**config.mk**
```make
export PLATFORM = sky130hd
export DESIGN_NAME = fat32_cluster_chain_reader
export DESIGN_NICKNAME = d
export VERILOG_FILES = /design/src/sv/fcr_pkg.sv /design/src/sv/fcr_fifo.sv /design/src/sv/fcr_front.sv /design/src/sv/fcr_back.sv /design/src/sv/fat32_cluster_chain_reader.sv
export SDC_FILE = /design/constraint.sdc
export NUM_CORES = 2
export LEC_CHECK = 0
export ABC_AREA = 1
export BUFFER_PORTS_ARGS = -buffer_cell sky130_fd_sc_hd__buf_4
export CORE_MARGIN = 10
export CORE_UTILIZATION = 50
export DETAILED_ROUTE_END_ITERATION = 10
export GPL_TIMING_DRIVEN = 0
export PLACE_DENSITY_LB_ADDON = 0.1
export RECOVER_POWER = 100
export SKIP_CTS_REPAIR_TIMING = 1
export SLEW_MARGIN = 20
export SYNTH_ARGS = -nofsm -noshare
export SYNTH_HDL_FRONTEND = slang
export SYNTH_HIERARCHICAL = 1
export SYNTH_SLANG_ARGS = --single-unit
export TNS_END_PERCENT = 1
```
**constraint.sdc**
```tcl
create_clock -name clock -period 14.9 [get_ports clock]
set_input_delay 2.235 -clock clock [delete_from_list [all_inputs] [get_ports clock]]
set_output_delay 2.235 -clock clock [all_outputs]
set_load 0.01 [all_outputs]
```
**src/sv/fcr_pkg.sv**
```systemverilog
`default_nettype none
package fcr_pkg;

   localparam int unsigned FAT_END_THRESHOLD = 32'h0FFF_FFF7;

   localparam logic [2:0] REG_BYTES_PER_SECTOR    = 3'd0;
   localparam logic [2:0] REG_SECTORS_PER_CLUSTER = 3'd1;
   localparam logic [2:0] REG_RESERVED_SECTORS    = 3'd2;
   localparam logic [2:0] REG_FAT_COUNT           = 3'd3;
   localparam logic [2:0] REG_FAT_SECTORS         = 3'd4;

   localparam logic [12:0] BPS_RESET = 13'd512;
   localparam logic [5:0]  SPC_RESET = 6'd8;
   localparam logic [15:0] RSV_RESET = 16'd32;
   localparam logic [2:0]  FCN_RESET = 3'd2;
   localparam logic [31:0] FSZ_RESET = 32'd0;

   typedef enum logic [1:0] {
      KIND_START = 2'd0,
      KIND_NEXT  = 2'd1,
      KIND_END   = 2'd2
   } cmd_op_type;

   typedef enum logic [1:0] {
      REQ_SECTOR = 2'd0,
      REQ_FAT    = 2'd1,
      REQ_DONE   = 2'd2
   } req_kind_type;

   typedef struct packed {
      cmd_op_type  op;
      logic [31:0] cluster;
      logic [31:0] length;
   } cmd_type;

   typedef struct packed {
      req_kind_type request_type;
      logic [31:0]  byte_offset;
      logic [12:0]  byte_count;
      logic         last;
   } rsp_type;

   typedef struct packed {
      logic [12:0] bytes_per_sector;
      logic [5:0]  sectors_per_cluster;
      logic [15:0] reserved_sectors;
      logic [2:0]  fat_count;
      logic [31:0] fat_sectors;
   } cfg_type;

endpackage
`default_nettype wire

```
**src/sv/fcr_fifo.sv**
```systemverilog
`default_nettype none
module fcr_fifo #(
   parameter int unsigned WIDTH = 48,
   parameter int unsigned DEPTH = 2
) (
   input  wire              clock,
   input  wire              reset,
   input  wire              push,
   input  wire [WIDTH-1:0]  wr_data,
   output logic             full,
   input  wire              pop,
   output logic [WIDTH-1:0] rd_data,
   output logic             empty
);
   localparam int unsigned PTR_W = (DEPTH > 1) ? $clog2(DEPTH) : 1;
   localparam int unsigned CNT_W = $clog2(DEPTH + 1);

   logic [WIDTH-1:0] mem_ff [DEPTH];
   logic [PTR_W-1:0] wr_ptr_ff, wr_ptr_in;
   logic [PTR_W-1:0] rd_ptr_ff, rd_ptr_in;
   logic [CNT_W-1:0] cnt_ff, cnt_in;
   logic             do_push, do_pop;

   assign full    = (cnt_ff == CNT_W'(DEPTH));
   assign empty   = (cnt_ff == '0);
   assign do_push = push && !full;
   assign do_pop  = pop && !empty;
   assign rd_data = mem_ff[rd_ptr_ff];

   always_comb begin
      wr_ptr_in = wr_ptr_ff;
      rd_ptr_in = rd_ptr_ff;
      cnt_in    = cnt_ff;
      if (do_push) begin
         wr_ptr_in = (wr_ptr_ff == PTR_W'(DEPTH - 1)) ? '0 : wr_ptr_ff + 1'b1;
      end
      if (do_pop) begin
         rd_ptr_in = (rd_ptr_ff == PTR_W'(DEPTH - 1)) ? '0 : rd_ptr_ff + 1'b1;
      end
      if (do_push && !do_pop) begin
         cnt_in = cnt_ff + 1'b1;
      end else if (do_pop && !do_push) begin
         cnt_in = cnt_ff - 1'b1;
      end
   end

   always_ff @(posedge clock) begin
      if (do_push) begin
         mem_ff[wr_ptr_ff] <= wr_data;
      end
   end

   always_ff @(posedge clock) begin
      if (reset) begin
         wr_ptr_ff <= '0;
         rd_ptr_ff <= '0;
         cnt_ff    <= '0;
      end else begin
         wr_ptr_ff <= wr_ptr_in;
         rd_ptr_ff <= rd_ptr_in;
         cnt_ff    <= cnt_in;
      end
   end
endmodule
`default_nettype wire

```
**src/sv/fcr_front.sv**
```systemverilog
`default_nettype none
module fcr_front (
   input  wire               clock,
   input  wire               reset,
   input  wire               push,
   input  wire               kind,
   input  wire [31:0]        cluster_value,
   input  wire [31:0]        file_length,
   input  wire               cmd_full,
   output logic              cmd_push,
   output fcr_pkg::cmd_type  cmd
);
   import fcr_pkg::*;

   logic active_ff, active_in;
   logic accept;

   assign accept = push && !cmd_full;

   always_comb begin
      active_in   = active_ff;
      cmd_push    = 1'b0;
      cmd.cluster = cluster_value;
      cmd.length  = file_length;
      cmd.op      = KIND_START;
      if (accept) begin
         priority if (!kind) begin
            active_in = 1'b1;
            cmd_push  = 1'b1;
         end else if (!active_ff) begin
            // drop entries arriving with no chain open
            cmd_push = 1'b0;
         end else if (cluster_value < FAT_END_THRESHOLD) begin
            cmd.op   = KIND_NEXT;
            cmd_push = 1'b1;
         end else begin
            cmd.op    = KIND_END;
            cmd_push  = 1'b1;
            active_in = 1'b0;
         end
      end
   end

   always_ff @(posedge clock) begin
      if (reset) begin
         active_ff <= 1'b0;
      end else begin
         active_ff <= active_in;
      end
   end
endmodule
`default_nettype wire

```
**src/sv/fcr_back.sv**
```systemverilog
`default_nettype none
module fcr_back #(
   parameter int unsigned MAX_SECTORS_PER_CLUSTER = 32
) (
   input  wire               clock,
   input  wire               reset,
   input  fcr_pkg::cfg_type  cfg,
   input  fcr_pkg::cmd_type  cmd,
   input  wire               cmd_empty,
   output logic              cmd_pop,
   input  wire               rsp_full,
   output logic              rsp_push,
   output fcr_pkg::rsp_type  rsp
);
   import fcr_pkg::*;

   localparam int unsigned SEC_W = $clog2(MAX_SECTORS_PER_CLUSTER + 1);

   typedef enum logic [2:0] {
      S_IDLE,
      S_MUL,
      S_SUM,
      S_SECT,
      S_FAT,
      S_END
   } state_type;

   state_type        state_ff, state_in;
   logic [31:0]      cluster_ff, cluster_in;
   logic [31:0]      remain_ff, remain_in;
   logic [31:0]      t1_ff, t1_in;
   logic [31:0]      t2_ff, t2_in;
   logic [31:0]      t3_ff, t3_in;
   logic [31:0]      off_ff, off_in;
   logic [SEC_W-1:0] sec_ff, sec_in;
   logic [SEC_W-1:0] lim_ff, lim_in;
   logic [31:0]      cm2;
   logic [31:0]      bps32;

   assign bps32 = {19'd0, cfg.bytes_per_sector};
   assign cm2   = (cluster_ff <= 32'd1) ? 32'd0 : cluster_ff - 32'd2;

   always_comb begin
      state_in   = state_ff;
      cluster_in = cluster_ff;
      remain_in  = remain_ff;
      t1_in      = t1_ff;
      t2_in      = t2_ff;
      t3_in      = t3_ff;
      off_in     = off_ff;
      sec_in     = sec_ff;
      lim_in     = lim_ff;
      cmd_pop    = 1'b0;
      rsp_push   = 1'b0;
      rsp.request_type = REQ_SECTOR;
      rsp.byte_offset  = off_ff;
      rsp.byte_count   = cfg.bytes_per_sector;
      rsp.last         = 1'b0;
      unique case (state_ff)
         S_IDLE: begin
            if (!cmd_empty) begin
               cmd_pop = 1'b1;
               t1_in = 32'({19'd0, cfg.bytes_per_sector} * {26'd0, cfg.sectors_per_cluster});
               t2_in = 32'({19'd0, cfg.bytes_per_sector} * {16'd0, cfg.reserved_sectors});
               t3_in = 32'({29'd0, cfg.fat_count} * cfg.fat_sectors);
               if ({26'd0, cfg.sectors_per_cluster} > 32'(MAX_SECTORS_PER_CLUSTER)) begin
                  lim_in = SEC_W'(MAX_SECTORS_PER_CLUSTER);
               end else begin
                  lim_in = SEC_W'(cfg.sectors_per_cluster);
               end
               unique case (cmd.op)
                  KIND_START: begin
                     cluster_in = cmd.cluster;
                     remain_in  = cmd.length;
                     state_in   = S_MUL;
                  end
                  KIND_NEXT: begin
                     cluster_in = cmd.cluster;
                     state_in   = S_MUL;
                  end
                  KIND_END: begin
                     state_in = S_END;
                  end
                  default: begin
                     state_in = S_IDLE;
                  end
               endcase
            end
         end
         S_MUL: begin
            t1_in    = 32'(cm2 * t1_ff);
            t3_in    = 32'(t3_ff * bps32);
            state_in = S_SUM;
         end
         S_SUM: begin
            off_in   = t1_ff + t2_ff + t3_ff;
            sec_in   = '0;
            state_in = (lim_ff == '0) ? S_FAT : S_SECT;
         end
         S_SECT: begin
            if (!rsp_full) begin
               rsp_push = 1'b1;
               off_in   = off_ff + bps32;
               sec_in   = sec_ff + 1'b1;
               if (remain_ff < bps32) begin
                  rsp.byte_count = remain_ff[12:0];
                  remain_in      = '0;
                  state_in       = S_FAT;
               end else begin
                  remain_in = remain_ff - bps32;
                  if ({1'b0, sec_ff} + 1'b1 == {1'b0, lim_ff}) begin
                     state_in = S_FAT;
                  end
               end
            end
         end
         S_FAT: begin
            rsp.request_type = REQ_FAT;
            rsp.byte_offset  = t2_ff + {cluster_ff[29:0], 2'b00};
            rsp.byte_count   = '0;
            rsp.last         = 1'b1;
            if (!rsp_full) begin
               rsp_push = 1'b1;
               state_in = S_IDLE;
            end
         end
         S_END: begin
            rsp.request_type = REQ_DONE;
            rsp.byte_offset  = '0;
            rsp.byte_count   = '0;
            rsp.last         = 1'b1;
            if (!rsp_full) begin
               rsp_push = 1'b1;
               state_in = S_IDLE;
            end
         end
         default: begin
            state_in = S_IDLE;
         end
      endcase
   end

   always_ff @(posedge clock) begin
      if (reset) begin
         state_ff   <= S_IDLE;
         cluster_ff <= '0;
         remain_ff  <= '0;
      end else begin
         state_ff   <= state_in;
         cluster_ff <= cluster_in;
         remain_ff  <= remain_in;
      end
      t1_ff  <= t1_in;
      t2_ff  <= t2_in;
      t3_ff  <= t3_in;
      off_ff <= off_in;
      sec_ff <= sec_in;
      lim_ff <= lim_in;
   end
endmodule
`default_nettype wire

```
**src/sv/fat32_cluster_chain_reader.sv**
```systemverilog
// An item reaches the sequencer through the command queue; a cluster then needs
// three set-up steps (load, multiply, sum) before its first result.
// One result a cycle once started, while the result queue is not full; the
// sequencer takes no new item until a cluster's FAT read or a chain end is queued.
// Reset: synchronous; empties both queues, closes the chain and loads the
// register defaults.
`default_nettype none
module fat32_cluster_chain_reader #(
   parameter int unsigned MAX_SECTORS_PER_CLUSTER = 32
) (
   input  wire         clock,
   input  wire         reset,
   input  wire         push,
   output logic        full,
   input  wire         req_kind,
   input  wire [31:0]  req_cluster_value,
   input  wire [31:0]  req_file_length,
   output logic        empty,
   input  wire         pop,
   output logic [1:0]  rsp_request_type,
   output logic [31:0] rsp_byte_offset,
   output logic [12:0] rsp_byte_count,
   output logic        rsp_last,
   input  wire         psel,
   input  wire         penable,
   input  wire         pwrite,
   input  wire [4:0]   paddr,
   input  wire [31:0]  pwdata,
   output logic [31:0] prdata,
   output logic        pready
);
   import fcr_pkg::*;

   localparam int unsigned CMD_W = $bits(cmd_type);
   localparam int unsigned RSP_W = $bits(rsp_type);

   cfg_type    cfg_ff;
   logic [2:0] reg_idx;
   logic       cfg_wr;

   cmd_type    front_cmd, back_cmd;
   logic       cmd_push, cmd_full, cmd_pop, cmd_empty;
   rsp_type    back_rsp, head_rsp;
   logic       rsp_push, rsp_full;

   assign pready  = 1'b1;
   assign reg_idx = paddr[4:2];
   assign cfg_wr  = psel && penable && pwrite && pready;

   always_ff @(posedge clock) begin
      if (reset) begin
         cfg_ff.bytes_per_sector    <= BPS_RESET;
         cfg_ff.sectors_per_cluster <= SPC_RESET;
         cfg_ff.reserved_sectors    <= RSV_RESET;
         cfg_ff.fat_count           <= FCN_RESET;
         cfg_ff.fat_sectors         <= FSZ_RESET;
      end else if (cfg_wr) begin
         unique case (reg_idx)
            REG_BYTES_PER_SECTOR:    cfg_ff.bytes_per_sector    <= pwdata[12:0];
            REG_SECTORS_PER_CLUSTER: cfg_ff.sectors_per_cluster <= pwdata[5:0];
            REG_RESERVED_SECTORS:    cfg_ff.reserved_sectors    <= pwdata[15:0];
            REG_FAT_COUNT:           cfg_ff.fat_count           <= pwdata[2:0];
            REG_FAT_SECTORS:         cfg_ff.fat_sectors         <= pwdata;
            default: begin
            end
         endcase
      end
   end

   always_comb begin
      unique case (reg_idx)
         REG_BYTES_PER_SECTOR:    prdata = {19'd0, cfg_ff.bytes_per_sector};
         REG_SECTORS_PER_CLUSTER: prdata = {26'd0, cfg_ff.sectors_per_cluster};
         REG_RESERVED_SECTORS:    prdata = {16'd0, cfg_ff.reserved_sectors};
         REG_FAT_COUNT:           prdata = {29'd0, cfg_ff.fat_count};
         REG_FAT_SECTORS:         prdata = cfg_ff.fat_sectors;
         default:                 prdata = '0;
      endcase
   end

   fcr_front u_front (
      .clock         (clock),
      .reset         (reset),
      .push          (push),
      .kind          (req_kind),
      .cluster_value (req_cluster_value),
      .file_length   (req_file_length),
      .cmd_full      (cmd_full),
      .cmd_push      (cmd_push),
      .cmd           (front_cmd)
   );

   fcr_fifo #(
      .WIDTH (CMD_W),
      .DEPTH (2)
   ) u_cmd_q (
      .clock   (clock),
      .reset   (reset),
      .push    (cmd_push),
      .wr_data (front_cmd),
      .full    (cmd_full),
      .pop     (cmd_pop),
      .rd_data (back_cmd),
      .empty   (cmd_empty)
   );

   fcr_back #(
      .MAX_SECTORS_PER_CLUSTER (MAX_SECTORS_PER_CLUSTER)
   ) u_back (
      .clock     (clock),
      .reset     (reset),
      .cfg       (cfg_ff),
      .cmd       (back_cmd),
      .cmd_empty (cmd_empty),
      .cmd_pop   (cmd_pop),
      .rsp_full  (rsp_full),
      .rsp_push  (rsp_push),
      .rsp       (back_rsp)
   );

   fcr_fifo #(
      .WIDTH (RSP_W),
      .DEPTH (2)
   ) u_rsp_q (
      .clock   (clock),
      .reset   (reset),
      .push    (rsp_push),
      .wr_data (back_rsp),
      .full    (rsp_full),
      .pop     (pop),
      .rd_data (head_rsp),
      .empty   (empty)
   );

   assign full             = cmd_full;
   assign rsp_request_type = head_rsp.request_type;
   assign rsp_byte_offset  = head_rsp.byte_offset;
   assign rsp_byte_count   = head_rsp.byte_count;
   assign rsp_last         = head_rsp.last;

   a_reset_empties: assert property (@(posedge clock)
      reset |=> !full && empty)
      else $error("queues not empty after reset");

   a_sector_not_last: assert property (@(posedge clock) disable iff (reset)
      !empty && head_rsp.request_type == REQ_SECTOR |-> !head_rsp.last)
      else $error("sector read marked last");

   a_fat_shape: assert property (@(posedge clock) disable iff (reset)
      !empty && head_rsp.request_type != REQ_SECTOR
      |-> head_rsp.last && head_rsp.byte_count == 13'd0)
      else $error("FAT or finished result malformed");

   a_sector_count: assert property (@(posedge clock) disable iff (reset)
      rsp_push && back_rsp.request_type == REQ_SECTOR
      |-> back_rsp.byte_count <= cfg_ff.bytes_per_sector)
      else $error("sector count exceeds sector size");

endmodule
`default_nettype wire

```
---- Word-level counts from Yosys, hierarchy flattened ----
Memory sizes are Yosys's and may differ from the RTL's. A register that Yosys moved wholly into a read port is not among the register bits.
Index checks and enable logic that the tools add are counted.
operators by class
  $add $sub $neg .......................... 16
  $mul .................................... 5
  order comparisons ....................... 4
  equal/unequal tests ..................... 19
  muxes and demuxes ....................... 58
  bitwise gates (word level) .............. 1
  reductions and logical operators ........ 44
operator list
  kind                     number
  $mux W32                 8
  $pmux W32 S2             4
  $pmux W32 S5             1
  $pmux W34 S2             1
  $add A29 B32 Y32         1
  $add A32 B13 Y32         1
  $add A32 B29 Y32         1
  $add A32 B32 Y32         1
  $le A32 B1 Y1 const B    1
  $lt A32 B13 Y1           1
  $lt A32 B28 Y1 const B   1
  $mul A3 B32 Y32          1
  $mul A32 B13 Y32         1
  $mul A32 B32 Y32         1
  $sub A32 B13 Y32         1
  $sub A32 B2 Y32 const B  1
  $mul A13 B16 Y29         1
  $mux W13                 2
  $pmux W13 S2             1
  $mux W1                  23
  $mul A13 B6 Y19          1
  $mux W3                  6
  $mux W2                  8
  $reduce_and A2 Y1        8
  29 further kinds         71
storage, ports and cells
  flip-flop bits (word level) ............. 283
  RAM bits ................................ 228
  output and inout port bits .............. 83
  word-level logic and storage cells ...... 170
  memories kept ........................... 2
memories
  name            depth  width  rd ports  clocked after memory_dff  wr ports  line            source
  u_cmd_q.mem_ff  2      66     1         1                         1         fcr_fifo.sv:18  logic [WIDTH-1:0] mem_ff [DEPTH];
  u_rsp_q.mem_ff  2      48     1         1                         1         fcr_fifo.sv:18

---- Logic depth before layout (Yosys ltp) ----
  depth after elaboration ................. 9
  gate-level depth with buffers ........... 39

---- Modules after synthesis ----
The synthesis kept the hierarchy.
by module, submodules not included
  module                      times used  cells an instance  area an instance (um2)  seq. area each (um2)
  fcr_back                    1           6632               51040.2                 5455.2
  fcr_fifo (u_cmd_q)          1           242                5170.0                  4063.9
  fcr_fifo (u_rsp_q)          1           186                3788.6                  2982.9
  fat32_cluster_chain_reader  1           561                3683.5                  1401.3
  fcr_front                   1           107                686.9                   20.0

---- Worst setup path before layout ----
Ideal clock, no wire load.
  path type ............................... register to register
  start point ............................. register u_back.cluster_ff[1]
  end point ............................... register u_back.t1_ff[30] (data pin)
  library setup time ...................... 146 ps
  arrival ................................. 7312 ps
  required time ........................... 14754 ps
  path slack .............................. 7442 ps
  cell stages (with the launch flop) ...... 34
  buffers on the path ..................... 2
  period minus slack after synthesis ...... 7458 ps
  cell sequence ........................... dfxtp_1 > inv_1 > nand2_4 > nor2_8 > nand2_4 > inv_2 > nand2_2 > buf_2 > nand3_1 > clkbuf_1 > inv_1 > nand2_1 > fa_1 > fa_1 > fa_1 > inv_1 > fa_1 > fa_1 > fa_1 > fa_1 > fa_1 > ha_1 > nand2_1 > nor4_1 > nand3_1 > nand3_1 > nand3_1 > nand2_1 > a31oi_1 > nor2_1 > nor2_1 > o21bai_1 > o21ai_0 > a21oi_1
between the ends
  word-level cells in the longest chain between the ends .. 4
  elaborated cells on any way between the ends .. 5
  classes of those cells .................. 1 x add/sub; 1 x mul; 1 x order compare; 2 x mux
ends and longest elaborated chain
  what                                                     line             source
  from (decl)                                              fcr_back.sv:29   logic [31:0] cluster_ff, cluster_in;
  from (signal assigned)                                   fcr_back.sv:150  cluster_ff <= cluster_in;
  $sub A32 B2 Y32 / $le A32 B1 Y1 (equally long branches)  fcr_back.sv:41   assign cm2 = (cluster_ff <= 32'd1) ? 32'd0 : cluster_ff - 32'd2;
  $mux W32 *                                               fcr_back.sv:41
  $mul A32 B32 Y32 *                                       fcr_back.sv:91   t1_in = 32'(cm2 * t1_ff);
  $pmux W32 S2 *                                           fcr_back.sv:59   unique case (state_ff)
  to (signal assigned)                                     fcr_back.sv:153  t1_ff <= t1_in;
  to (decl)                                                fcr_back.sv:31   logic [31:0] t1_ff, t1_in;
Mark *: on every way between the ends. The rest lies on a longest branch, timed or not.
A chain may end at the register's enable or synchronous reset.

---- Worst setup path in the final report ----
  start point ............................. register u_back.cluster_ff[22]
  end point ............................... register u_back.t1_ff[25] (data pin)
Same word-level chain as after synthesis.

==> results.json <==
{
  "drive_gt1_share_pct": 5.53,
  "cts_max_level": 2,
  "coreArea_mm2": 0.128,
  "synth.most_common_cell": "nand2_1",
  "required_ps": 15350,
  "tightest_slew_ps": 2030,
  "syn_nets": 9160,
  "grtUsageTotal_pct": 29.9,
  "synth.area.mux_share_pct": 2.36,
  "startpoint_type": "flop",
  "slowest_delay_ps": 750,
  "slew_headroom_pct": -35.8,
  "critPathArrivalTime_ps": 10650,
  "synth_warnings": 6,
  "yosys.area.top_type": "fa_1",
  "period_share_pct": 68.5,
  "synth_cell_types": 67,
  "clk_pin_slew_ps": 60,
  "max-cap-violations": 5,
  "synth_adder_area_share_pct": 36.5,
  "place_hpwl_um": 177000,
  "syn_inst": 7728,
  "io_pins": 192,
  "hold_path_class": "reg2reg",
  "clkSinkCount": 513,
  "crit_path_end_kind": "flop",
  "routabilityCongestion": 0.984,
  "crit_type": "reg2reg",
  "cts_buffer_depth": 3,
  "drv_slew": 96,
  "setup-violations-final": 0,
  "synth-edff-count": 365,
  "dieHeight_um": 379,
  "grt_max_degree": 30,
  "synth_seq_cells": 513,
  "nNetsFinal": 9391,
  "synth.cell_area_mm2": 0.0644,
  "crit_path_top_delay_cell": "clkbuf_1",
  "synth_flop_cell": "edfxtp_1",
  "nFillCells": 12350,
  "drc_errors": 0,
  "fmax_mhz": 98.0,
  "synth.avg_cell_area_um2": 8.33,
  "synthToLayoutAreaGrowth_pct": 7.34,
  "yosys-top-cells-count": "1747 x nand2_1, 1514 x inv_1, 927 x fa_1",
  "viasPerCell": 5.44,
  "yosysSeqAreaShare_pct": 21.6,
  "finalSetupTns_ps": 0,
  "synth-simple-area-share_pct": 18.5,
  "hold_viol": 0,
  "ant_nets": 0,
  "path_max_fanout": 10,
  "num_vias": 52686,
  "synth-xor-area-share_pct": 2.15,
  "gr-total-overflow": 0,
  "rsz0062_at_grt": "no",
  "async_flop_share_pct": 0,
  "synth_compound_gate_area_share_pct": 7.13,
  "grt_pass1_wl_um": 326000,
  "start_util_pct": 50.4,
  "die_area_mm2": 0.143,
  "port_buffers": 154,
  "num_rows": 131,
  "yosysTopAreaCellShare_pct": 28.8,
  "synth_top_family_by_area": "adder cells",
  "wl_um": 215000,
  "wl_per_cell_um": 22.2,
  "finClkSkew_ps": 38.0,
  "drtIter0Drc": 4764,
  "layout_min_cycle_time_ps": 10200,
  "first_pass_iters": 6,
  "die_w_um": 379,
  "status": "finished, violations left",
  "antenna_found_initial": 6,
  "grt_pass1_vias": 53202,
  "synthTopCellsByArea": "fa_1 29%, edfxtp_1 17%, nand2_1 10%",
  "cts-root-buf": "clkbuf_16",
  "cts_buffers": 61,
  "violations": "max-capacitance violations, max-slew violations",
  "clk_latency_ps": 690,
  "cts_tree": "done"
}
==> registers in the layout, summed over array words and instances, names as in the netlist, 2 cells and up, named ones only <==
register,count
u_back/sec_ff,6
u_cmd_q/cnt_ff,2
u_back/remain_ff,32
u_cmd_q/mem_ff,132
u_rsp_q/cnt_ff,2
u_back/cluster_ff,32
u_back/t2_ff,29
u_back/t1_ff,32
u_rsp_q/mem_ff,96
cfg_ff,70
u_back/state_ff,3
u_back/lim_ff,6
u_back/t3_ff,32
u_back/off_ff,32
==> critical path, delay by kind of cell, from the launching register on <==
kind | cells | cell delay, ps
AO/OA/AOI/OAI | 7 | 1860
adder cells (fa/ha/maj) | 9 | 3760
buffers and inverters | 5 | 1820
flip-flops | 1 | 410
AND/OR/NAND/NOR | 10 | 2140
==> area by class of cell <==
cell class                      instances  area [um^2]  area share [%]
Clock buffer                           88         1730            2.51
Timing Repair Buffer                  168          991            1.43
Buffer                                351         1590            2.30
Antenna cell                            4         10.0          0.0145
Multi-Input combinational cell       5323        42700            61.8
Sequential cell                       513        13900            20.2
Clock inverter                         27          245           0.355
Inverter                             1541         5790            8.38
Tap cell                             1662         2080            3.01
==> logic make-up after synthesis <==
group	Yosys count
AO/OA/AOI/OAI	834
XOR/XNOR	158
adder cells (fa/ha/maj)	1323
buffers and inverters	1892
flip-flops	513
multiplexers	115
other	1
AND/OR/NAND/NOR	2892
==> metrics by stage <==
stage	utilization, %	cells	setup slack [ps]	hold slack (ps)	instance area, um^2
2_1_floorplan	-	7728	7440	455	64400
3_3_place_gp	52.9	9544	5550	472	67600
3_5_place_dp	53.2	9558	5520	482	68000
4_1_cts	54.8	9673	5450	493	70000
5_1_grt	54.1	9673	4120	509	69100
6_report	54.1	9677	4700	491	69100
==> metal layers <==
metal	vias up	GRT usage, %	share of wire [%]	wire length, um
met2	2149	50.0	47	102000
met3	444	5.16	8.1	17400
met1	25819	39.0	40	86600
li1	24270	-	-	-
met5	-	0	0.013	28
met4	4	10.7	4.2	9080
==> worst paths after layout <==
path | cells after the start | end | start | slack (ps)
worst max-delay path | 31 | u_back/t1_ff[25]$_SDFFCE_PN0P_ | u_back/cluster_ff[22]$_SDFFE_PP0P_ | 4700
worst min-delay path | 2 | u_front/active_ff$_SDFFE_PP0P_ | u_front/active_ff$_SDFFE_PP0P_ | 490
worst max register to register | 31 | u_back/t1_ff[25]$_SDFFCE_PN0P_ | u_back/cluster_ff[22]$_SDFFE_PP0P_ | 4700
worst min register to register | 2 | u_front/active_ff$_SDFFE_PP0P_ | u_front/active_ff$_SDFFE_PP0P_ | 490
==> layout by cell type, fill, tap and decap left out, types with 43 or more instances in the layout <==
cell type,instances
xnor2_1,53
dfxtp_1,148
ha_1,396
nor2_1,724
a21oi_1,365
clkbuf_4,64
nand4_1,48
nand3_1,240
mux2_2,43
clkbuf_1,320
xor2_1,105
o21ai_0,308
fa_1,927
inv_1,1515
edfxtp_1,365
clkbuf_16,62
nand2_1,1749
buf_4,77
Power is left out: the tool's default activity adds up to more than one toggle a clock period on the data nets, which glitch-free logic cannot reach.
